File: config.mk
export PLATFORM = sky130hd
export DESIGN_NAME = wvs_vote
export DESIGN_NICKNAME = d
export VERILOG_FILES = /design/src/hdl/wvs_pkg.sv /design/src/hdl/wvs_vote.sv
export SDC_FILE = /design/constraint.sdc
export NUM_CORES = 1
export LEC_CHECK = 0
export BUFFER_PORTS_ARGS = -buffer_cell sky130_fd_sc_hd__buf_2
export CAP_MARGIN = 10
export CORE_AREA = 3 3 116 118
export DETAILED_ROUTE_END_ITERATION = 16
export DIE_AREA = 0 0 119 121
export PLACE_DENSITY_LB_ADDON = 0.12
export SLEW_MARGIN = 20
export SYNTH_ARGS = -nofsm -noshare
export SYNTH_HDL_FRONTEND = slang
export SYNTH_SLANG_ARGS = --single-unit
File: constraint.sdc
create_clock -name clk -period 13.15 [get_ports clk]
set_input_delay 1.315 -clock clk [delete_from_list [all_inputs] [get_ports clk]]
set_output_delay 1.315 -clock clk [all_outputs]
set_load 0.005 [all_outputs]
File: src/hdl/wvs_pkg.sv
`default_nettype none
// ----------------------------------------------------------------------------
// wvs_pkg
// Shared types and constants for the windowed vote class smoother.
// ----------------------------------------------------------------------------
package wvs_pkg;

	localparam int WINDOW_MAX = 16;
	localparam int CLASS_MAX  = 32;

	localparam int SLOT_W  = $clog2(WINDOW_MAX);
	localparam int CLS_W   = $clog2(CLASS_MAX);
	localparam int ADDR_W  = SLOT_W + CLS_W;
	localparam int CNT_W   = $clog2(WINDOW_MAX + 1);   // window length / vote count
	localparam int NCL_W   = $clog2(CLASS_MAX + 1);    // class count
	localparam int CODE_W  = CLS_W + 1;                // class code with no-winner
	localparam int SCORE_W = 32;
	localparam int SUM_W   = SCORE_W + SLOT_W;
	localparam int TOP_W   = CNT_W + 2;                // holds 4*votes and 3*window

	localparam logic [CODE_W-1:0] NO_WIN = '1;

	// Q16.16 thresholds
	localparam logic signed [SCORE_W-1:0] FRAME_FLOOR = -32'sd65536000;
	localparam logic [SUM_W-1:0]          SUM_STEP    = SUM_W'(6553600);

	// config register indexes
	localparam logic CFG_WINDOW  = 1'b0;
	localparam logic CFG_CLASSES = 1'b1;

	localparam logic [CNT_W-1:0] WIN_RST = CNT_W'(15);
	localparam logic [NCL_W-1:0] NCL_RST = NCL_W'(32);

	typedef enum logic [2:0] {
		ST_CLEAR,
		ST_IDLE,
		ST_WALK,
		ST_DRAIN,
		ST_FIN
	} state_t;

	typedef struct packed {
		logic              we;
		logic [SLOT_W-1:0] slot;
		logic [CODE_W-1:0] winner;
	} vote_wr_t;

endpackage : wvs_pkg
`default_nettype wire

File: src/hdl/wvs_vote.sv
`default_nettype none
// ----------------------------------------------------------------------------
// wvs_vote
// Per-slot frame winners and the vote count of one class over the window.
// ----------------------------------------------------------------------------
module wvs_vote
	import wvs_pkg::*;
(
	input  wire logic             clk,
	input  wire logic             arst_n,
	input  wire vote_wr_t         wr,
	input  wire logic [CNT_W-1:0] win,
	input  wire logic [CLS_W-1:0] cls,
	output logic [CNT_W-1:0]      votes
);

	logic [CODE_W-1:0] slot_q [WINDOW_MAX];

	always_ff @(posedge clk or negedge arst_n) begin
		if (!arst_n) begin
			for (int i = 0; i < WINDOW_MAX; i++) slot_q[i] <= NO_WIN;
		end else if (wr.we) begin
			slot_q[wr.slot] <= wr.winner;
		end
	end

	always_comb begin
		votes = '0;
		for (int i = 0; i < WINDOW_MAX; i++) begin
			if ((CNT_W'(i) < win) && (slot_q[i] == {1'b0, cls})) begin
				votes = votes + CNT_W'(1);
			end
		end
	end

endmodule : wvs_vote
`default_nettype wire

## Word level (Yosys, flattened, before mapping)

Cells that the tools add are included.

| operators by class | value |
|---|---|
| add/sub/neg operators | 15 |
| multipliers | 0 |
| divide/modulo/power cells | 0 |
| magnitude comparators | 18 |
| equal/unequal tests | 16 |
| shift-type cells | 0 |
| multiplexer cells | 19 |
| bitwise operators | 1 |
| reductions and logical operators | 17 |

Operator list:

| cell | number |
|---|---|
| bitwise mux 96 bit | 1 |
| == test 6 x 5 -> 1 bit | 16 |
| adder 5 x 1 -> 5 bit (second input constant) | 15 |
| 2-to-1 mux 5 bit | 15 |
| < comparator 4 x 5 -> 1 bit (first input constant) | 8 |
| demux 6 bit (select 4 bit) | 1 |
| < comparator 3 x 5 -> 1 bit (first input constant) | 4 |
| logical AND 1 bit | 17 |
| < comparator 1 x 5 -> 1 bit (first input constant) | 2 |
| < comparator 2 x 5 -> 1 bit (first input constant) | 2 |
| 2-to-1 mux 6 bit | 1 |
| >= comparator 5 bit (second input constant) | 1 |
| < comparator 5 x 1 -> 1 bit (second input constant) | 1 |
| NOT 4 -> 5 bit | 1 |
| 2-to-1 mux 1 bit | 1 |

| storage, ports and cells | value |
|---|---|
| bits in registers | 96 |
| bits in latches | 0 |
| bits in writable memories | 0 |
| bits in read-only memories | 0 |
| memories kept | 0 |

## Logic depth before layout (Yosys ltp)

Gate-level depths: netlist of the first run.

| depth | value |
|---|---|
| depth in word-level cells | 33 |
| mapped depth | 50 |
| gate-level depth less buffers | 47 |

## Worst setup path after synthesis of the first run

Ideal clock, no wire load.

| timing path | value |
|---|---|
| path kind | input to output |
| from | in cls[3] |
| to | out votes[4] |
| arrival time | 9.485 ns |
| path slack | 2.350 ns |
| stages on the path | 49 |
| path through | buf_6 -> buf_2 -> xor2_1 -> nor4_1 -> o211ai_1 -> inv_1 -> ha_1 -> nor2_1 -> nor4b_1 -> a21o_1 -> ha_1 -> nand2_1 -> o21ai_0 -> ha_1 -> nor2_1 -> nor4b_1 -> a21oi_1 -> ha_1 -> [... 13 more ...] -> nand2_1 -> o31ai_1 -> xnor2_1 -> nand2_1 -> o21ai_0 -> inv_1 -> ha_1 -> xor2_1 -> a31oi_1 -> o31ai_1 -> ha_1 -> mux2_2 -> ha_1 -> nand2_1 -> a21oi_1 -> a21oi_1 -> mux2i_1 -> xnor3_1 |

| between the ends | value |
|---|---|
| cells in the longest elaborated chain, start to end | 33 |
| elaborated cells between the ends (all ways) | 63 |
| classes of those cells | add/sub: 15; eq/ne: 16; mux: 16; reduce/logical: 16 |

Ends and longest elaborated chain:

| item | line | source |
|---|---|---|
| start: declaration | wvs_vote.sv:13 | `input wire logic [CLS_W-1:0] cls,` |
| == test 6 x 5 -> 1 bit | wvs_vote.sv:30 | `if ((CNT_W'(i) < win) && (slot_q[i] == {1'b0, cls})) begin` |
| logical AND 1 bit | wvs_vote.sv:30 |  |
| 2-to-1 mux 1 bit | wvs_vote.sv:30 |  |
| adder 5 x 1 -> 5 bit | wvs_vote.sv:31 | `votes = votes + CNT_W'(1);` |
| 2-to-1 mux 5 bit | wvs_vote.sv:30 |  |
| adder 5 x 1 -> 5 bit | wvs_vote.sv:31 |  |
| 2-to-1 mux 5 bit | wvs_vote.sv:30 |  |
| adder 5 x 1 -> 5 bit | wvs_vote.sv:31 |  |
| [... 17 more ...] | n/a |  |
| adder 5 x 1 -> 5 bit | wvs_vote.sv:31 |  |
| 2-to-1 mux 5 bit | wvs_vote.sv:30 |  |
| adder 5 x 1 -> 5 bit | wvs_vote.sv:31 |  |
| 2-to-1 mux 5 bit | wvs_vote.sv:30 |  |
| adder 5 x 1 -> 5 bit | wvs_vote.sv:31 |  |
| 2-to-1 mux 5 bit | wvs_vote.sv:30 |  |
| adder 5 x 1 -> 5 bit | wvs_vote.sv:31 |  |
| 2-to-1 mux 5 bit * | wvs_vote.sv:30 |  |
| end: declaration | wvs_vote.sv:14 | `output logic [CNT_W-1:0] votes` |

Mark *: on every way between the ends. The rest lies on a longest branch, timed or not.

## Final worst setup path of the first run

| timing path | value |
|---|---|
| from | in cls[1] |
| to | out votes[4] |

The elaborated chain is that of the path after synthesis.

==> impl_results.md, run 1 <==
* Status: complete, no violations
* Worst VDD drop at 99.9 uV
* WL/cell at 18.8 um
* Skew final at 0 ns
* Fin crit share at 90.4%
* Syn Inst Count at 630
* I/O Buffers at 27
* Peak Freq at 0.0841 GHz
* Post-synthesis sequential area ratio at 36.6%
* Max-cap violations at 0
* Worst EP required at 11.84 ns
* First-pass GRT wire length at 25.6 mm
* Drt first-iter violations at 320
* Post-layout min period at 11.89 ns
* Finished Layout Cells at 819
* Post-route setup TNS at 0 ns
* Hold buffer count at cts at 0
* Routed length on met3 at 511 um
* Row count at 41
* Cell family with most CP delay: adder cells
* Drt drc at 0
* Hold crit path type: flip-flop to flip-flop
* Vias in the first global route at 4842
* Die height at 121 um
* Largest net degree at the start of global routing at 69
* Placed Cells at 803
* Post-CTS Setup Bufs at 0
* Critical Path Sink Type: output pin
* Reg with most FFs: slot_q
* YS warnings at 0
* Synth cell types at 68
* Fin worst setup slack at 1.26 ns
* NumNets Final at 680
* Final Hold Viols at 0
* H-tree depth at 3
* Antenna viol nets, final at 0
* RSZ-0062 raised after global routing: false
* Post-Syn Area at 0.00690 sq mm
* Clk slew on worst S/H paths at 0.06 ns
* Top Layer Used: met4
* P per Cell Area at 144 mW/mm^2
* Critical path class: primary input to output pin
* Worst-Skew Late Latency at 0.34 ns
* Crit path buf inv count at 3
* Layout cells sized above 1 at 42.5%
* Actual slew at the worst max-slew pin at 0.956 ns
* P&R area growth vs syn at 8.22%
* Worst slack, placed at 1.33 ns
* Drt via density at 5.78
* Most common cell after layout, fill and taps aside: mux2_2
* Die Width at 119 um
* Arrival @ worst endpoint at 10.57 ns
* Metal2 WL at 7.60 mm
* Via count at 4732
* Die area at 0.0144 sq mm
* HPWL after DPL at 10.8 mm
* Leakage at 2.95 nW
* Clock Sinks at 96
* CP peak stage delay at 0.44 ns
* Max reg flops at 96
* GRT Overall Usage at 22.4%
* Avg Cell Area, Syn at 10.9 sq um
* # setup viols final at 0
* Commonest non-fill, non-tap cells in the layout: mux2_2 (100), dfstp_2 (96), xnor2_1 (64)
* Number of synthesized flops with an enable pin at 0
* Synth Register Bits at 96
* Core area at 0.0126 sq mm
* Top_reg_cell synth: dfstp_2
* Initial antenna violation count at 0
* # resized after CTS at 0
* DR pass1 iterations at 5
* Largest regs: slot_q x96
* N_diodes at 0
* Starting Density at 54.9%
* CP Max Fanout at 16
* Slowest library cell on the worst path: buf_2
* Post-synthesis async set-or-reset flop share at 100%
* Placer congestion estimate at 0.811
* Worst-case clock buffer depth at 2
* Root Driver: clkbuf_16
* Slew margin rel. at 35.3%
* Cell mode on critical path: ha_1
* Num CTS Buffers at 9
* Syn Nets at 668
* Final Max Tran Viols at 0
* CTS tree: yes
* Overflow after GRT at 0
* Final WL at 15.4 mm
* I/O Pins at 28
* Setup crit start kind: primary input
* Met1 wire length at 7.13 mm
## path summary, 6_finish.rpt
| kind | startpoint | endpoint | slack, ns | cells past startpoint |
|---|---|---|---|---|
| worst max register to register | slot_q[83] | slot_q[83] | 12.39 | 1 |
| worst min-delay path | slot_q[35] | slot_q[35] | 0.61 | 1 |
| worst max-delay path | cls[1] | votes[4] | 1.26 | 47 |
| max in group asynchronous | arst_n | slot_q[83] | 11.18 | 2 |
| worst min register to register | slot_q[35] | slot_q[35] | 0.61 | 1 |
| min in group asynchronous | arst_n | slot_q[18] | 1.17 | 1 |
## metrics by stage
step | hold WS, ns | power (W) | cell area (sq um) | util [%]
global route | 0.628 | 0.00114 | 7460 | 59.4
CTS | 0.618 | 0.00108 | 7460 | 59.4
floorplan | 0.599 | 0.000717 | 6900 | -
finish | 0.615 | 0.00107 | 7460 | 59.4
detailed placement | 0.609 | 0.000790 | 7130 | 56.7
global placement | 0.603 | 0.000774 | 7120 | 56.7
## logic make-up after synthesis
logic type / synth area share (%)
fa+ha+maj: 2.72
xor+xnor: 18.8
mux: 17.5
flops: 36.6
compound gates: 7.08
buf+inv: 3.59
simple gates: 13.8
## synth_stat cells, types with 3 or more instances
master / n / area (sq um)
nor4_1: 11 / 68.8
or3_1: 7 / 43.8
xor2_2: 4 / 65.1
ha_1: 15 / 188
nand2b_1: 7 / 43.8
and4_1: 3 / 26.3
nor2_1: 31 / 116
buf_6: 4 / 45.0
nand2_1: 35 / 131
buf_2: 11 / 55.1
o31ai_1: 3 / 22.5
nor3_1: 7 / 35.0
a31oi_1: 4 / 25.0
nor3b_1: 5 / 37.5
mux2_2: 100 / 1130
a21o_1: 3 / 22.5
o21ai_0: 8 / 40.0
dfstp_2: 96 / 2520
a211oi_1: 7 / 52.6
clkbuf_1: 14 / 52.6
nand4_1: 15 / 93.8
xnor3_2: 4 / 95.1
and2_1: 6 / 37.5
xnor2_2: 3 / 48.8
or4_1: 3 / 22.5
nand3_1: 10 / 50.1
a21oi_1: 14 / 70.1
mux2i_1: 8 / 80.1
xnor2_1: 64 / 561
and3_1: 7 / 43.8
nor4b_1: 5 / 43.8
inv_1: 16 / 60.1
xor2_1: 52 / 455
## power breakdown
part | internal [W] | switching (W)
Combinational | 0.000161 | 0.000166
Sequential | 0.000415 | 0.0000455
Clock | 0.000177 | 0.000111
## routing by layer
| metal | vias to the layer above | global-route usage, % |
|---|---|---|
| met2 | 83 | 37.9 |
| met5 | - | 0 |
| met4 | 0 | 6.08 |
| met3 | 12 | 2.84 |
| met1 | 2368 | 30.4 |
| li1 | 2269 | - |
## area by class of cell
cell class                 count  area (sq um)
timing repair buffer          32           175
fill                        1060          5110
inverter                      20          80.1
clock inverter                 5          78.8
tap                          172           215
clock buffer                  11           253
multi-input combinational    483          4140
sequential                    96          2520
(Power assumes the default switching activity.)
==> run 2: changes to the inputs <==
Clock period 13.15 ns to 14 ns, I/O delays scaled along.
==> impl_results.md, run 2 (synthesized netlist as in run 1, its figures left out) <==
* Status: complete, no violations
* Core area at 0.0126 sq mm
* Overflow after GRT at 0
* Vias in the first global route at 4655
* Largest regs: slot_q x96
* Fin crit share at 86.6%
* Num CTS Buffers at 9
* Clk slew on worst S/H paths at 0.06 ns
* Most common cell after layout, fill and taps aside: mux2_2
* P&R area growth vs syn at 7.28%
* Placer congestion estimate at 0.799
* Skew final at 0 ns
* Actual slew at the worst max-slew pin at 1.05 ns
* Starting Density at 54.9%
* Worst-Skew Late Latency at 0.34 ns
* Cell mode on critical path: ha_1
* # resized after CTS at 0
* Final core occ at 58.9%
* Die height at 121 um
* Post-CTS Setup Bufs at 0
* CP peak stage delay at 0.45 ns
* Hold crit path type: flip-flop to flip-flop
* Reg with most FFs: slot_q
* Slowest library cell on the worst path: buf_2
* WL/cell at 18.4 um
* Layout cells sized above 1 at 41.9%
* Critical path class: primary input to output pin
* Drt drc at 0
* First-pass GRT wire length at 24.8 mm
* Worst-case clock buffer depth at 2
* Max reg flops at 96
* Drt via density at 5.75
* GRT Overall Usage at 21.8%
* Die Width at 119 um
* Multi-input logic area at 0.00414 sq mm
* CP Max Fanout at 16
* Post-route setup TNS at 0 ns
* Die area at 0.0144 sq mm
* HPWL after DPL at 10.8 mm
* Final Max Tran Viols at 0
* Worst VDD drop at 86.8 uV
* Row count at 41
* H-tree depth at 3
* Peak Freq at 0.0825 GHz
* Largest net degree at the start of global routing at 69
* Final WL at 15.0 mm
* Critical Path Sink Type: output pin
* CTS tree: yes
* N_diodes at 0
* Setup crit start kind: primary input
* I/O Buffers at 27
* Slew margin rel. at 29.1%
* Max-cap violations at 0
* Root Driver: clkbuf_16
* Hold buffer count at cts at 0
* Antenna viol nets, final at 0
* Post-layout min period at 12.12 ns
* P per Cell Area at 131 mW/mm^2
* # setup viols final at 0
* RSZ-0062 raised after global routing: false
* Clock Sinks at 96
* Worst EP required at 12.60 ns
* Via count at 4691
* Arrival @ worst endpoint at 10.72 ns
* Sequential Area at 0.00252 sq mm
* Commonest non-fill, non-tap cells in the layout: mux2_2 (100), dfstp_2 (96), xnor2_1 (64)
* Initial antenna violation count at 0
* Filler instances at 1068
* Final Hold Viols at 0
* Drt first-iter violations at 300
* I/O Pins at 28
* DR pass1 iterations at 4
* Leakage at 2.92 nW
* NumNets Final at 679
-- run 2: layout make-up --
| cell class | instances | area share (%) |
|---|---|---|
| clock buffer | 14 | 3.70 |
| inverter | 20 | 1.08 |
| multi-input combinational | 483 | 55.9 |
| sequential | 96 | 34.1 |
| tap | 172 | 2.91 |
| timing repair buffer | 31 | 2.27 |
-- run 2: worst paths after layout --
| kind | from | end | slack (ns) | cells past startpoint |
|---|---|---|---|---|
| worst max-delay path | cls[1] | votes[4] | 1.88 | 47 |
| worst min-delay path | slot_q[35] | slot_q[35] | 0.62 | 1 |
| worst max register to register | slot_q[83] | slot_q[83] | 13.24 | 1 |
| worst min register to register | slot_q[35] | slot_q[35] | 0.62 | 1 |
| max in group asynchronous | arst_n | slot_q[70] | 11.93 | 2 |
| min in group asynchronous | arst_n | slot_q[18] | 1.26 | 1 |
-- run 2: layer usage --
metal	up-vias	global-route usage [%]	routed length, um	part of all wire, %
li1	2267	-	-	-
met4	0	5.72	161	1.1
met5	-	0	0	0
met2	71	37.1	7430	49
met3	13	2.98	637	4.2
met1	2340	29.5	6810	45
-- run 2: per-stage QoR --
stage | hold WS, ns | std cells | total power [W] | area (sq um) | worst slack, ns
after floorplan | 0.599 | 630 | 0.000673 | 6900 | 3.03
after global placement | 0.604 | 802 | 0.000726 | 7120 | 2.38
after detailed placement | 0.610 | 802 | 0.000741 | 7120 | 2.01
after CTS | 0.619 | 816 | 0.000973 | 7400 | 1.95
after global routing | 0.629 | 816 | 0.00103 | 7400 | 1.08
final | 0.617 | 816 | 0.000966 | 7400 | 1.88
-- run 2: worst max-delay path: cells and delay by family --
family                     cells  cell delay [ns]
adders and majority gates      9             2.64
and+or+nand+nor               12             2.03
buffers and inverters          3             0.67
muxes                          5             0.80
AOI/OAI and AO/OA             11             1.83
xor gates and xnor gates       7             1.30
-- run 2: power breakdown --
group	total (W)	internal, W	switching [W]
registers	0.000432	0.000390	0.0000424
clock network	0.000230	0.000133	0.0000969
logic	0.000304	0.000151	0.000154
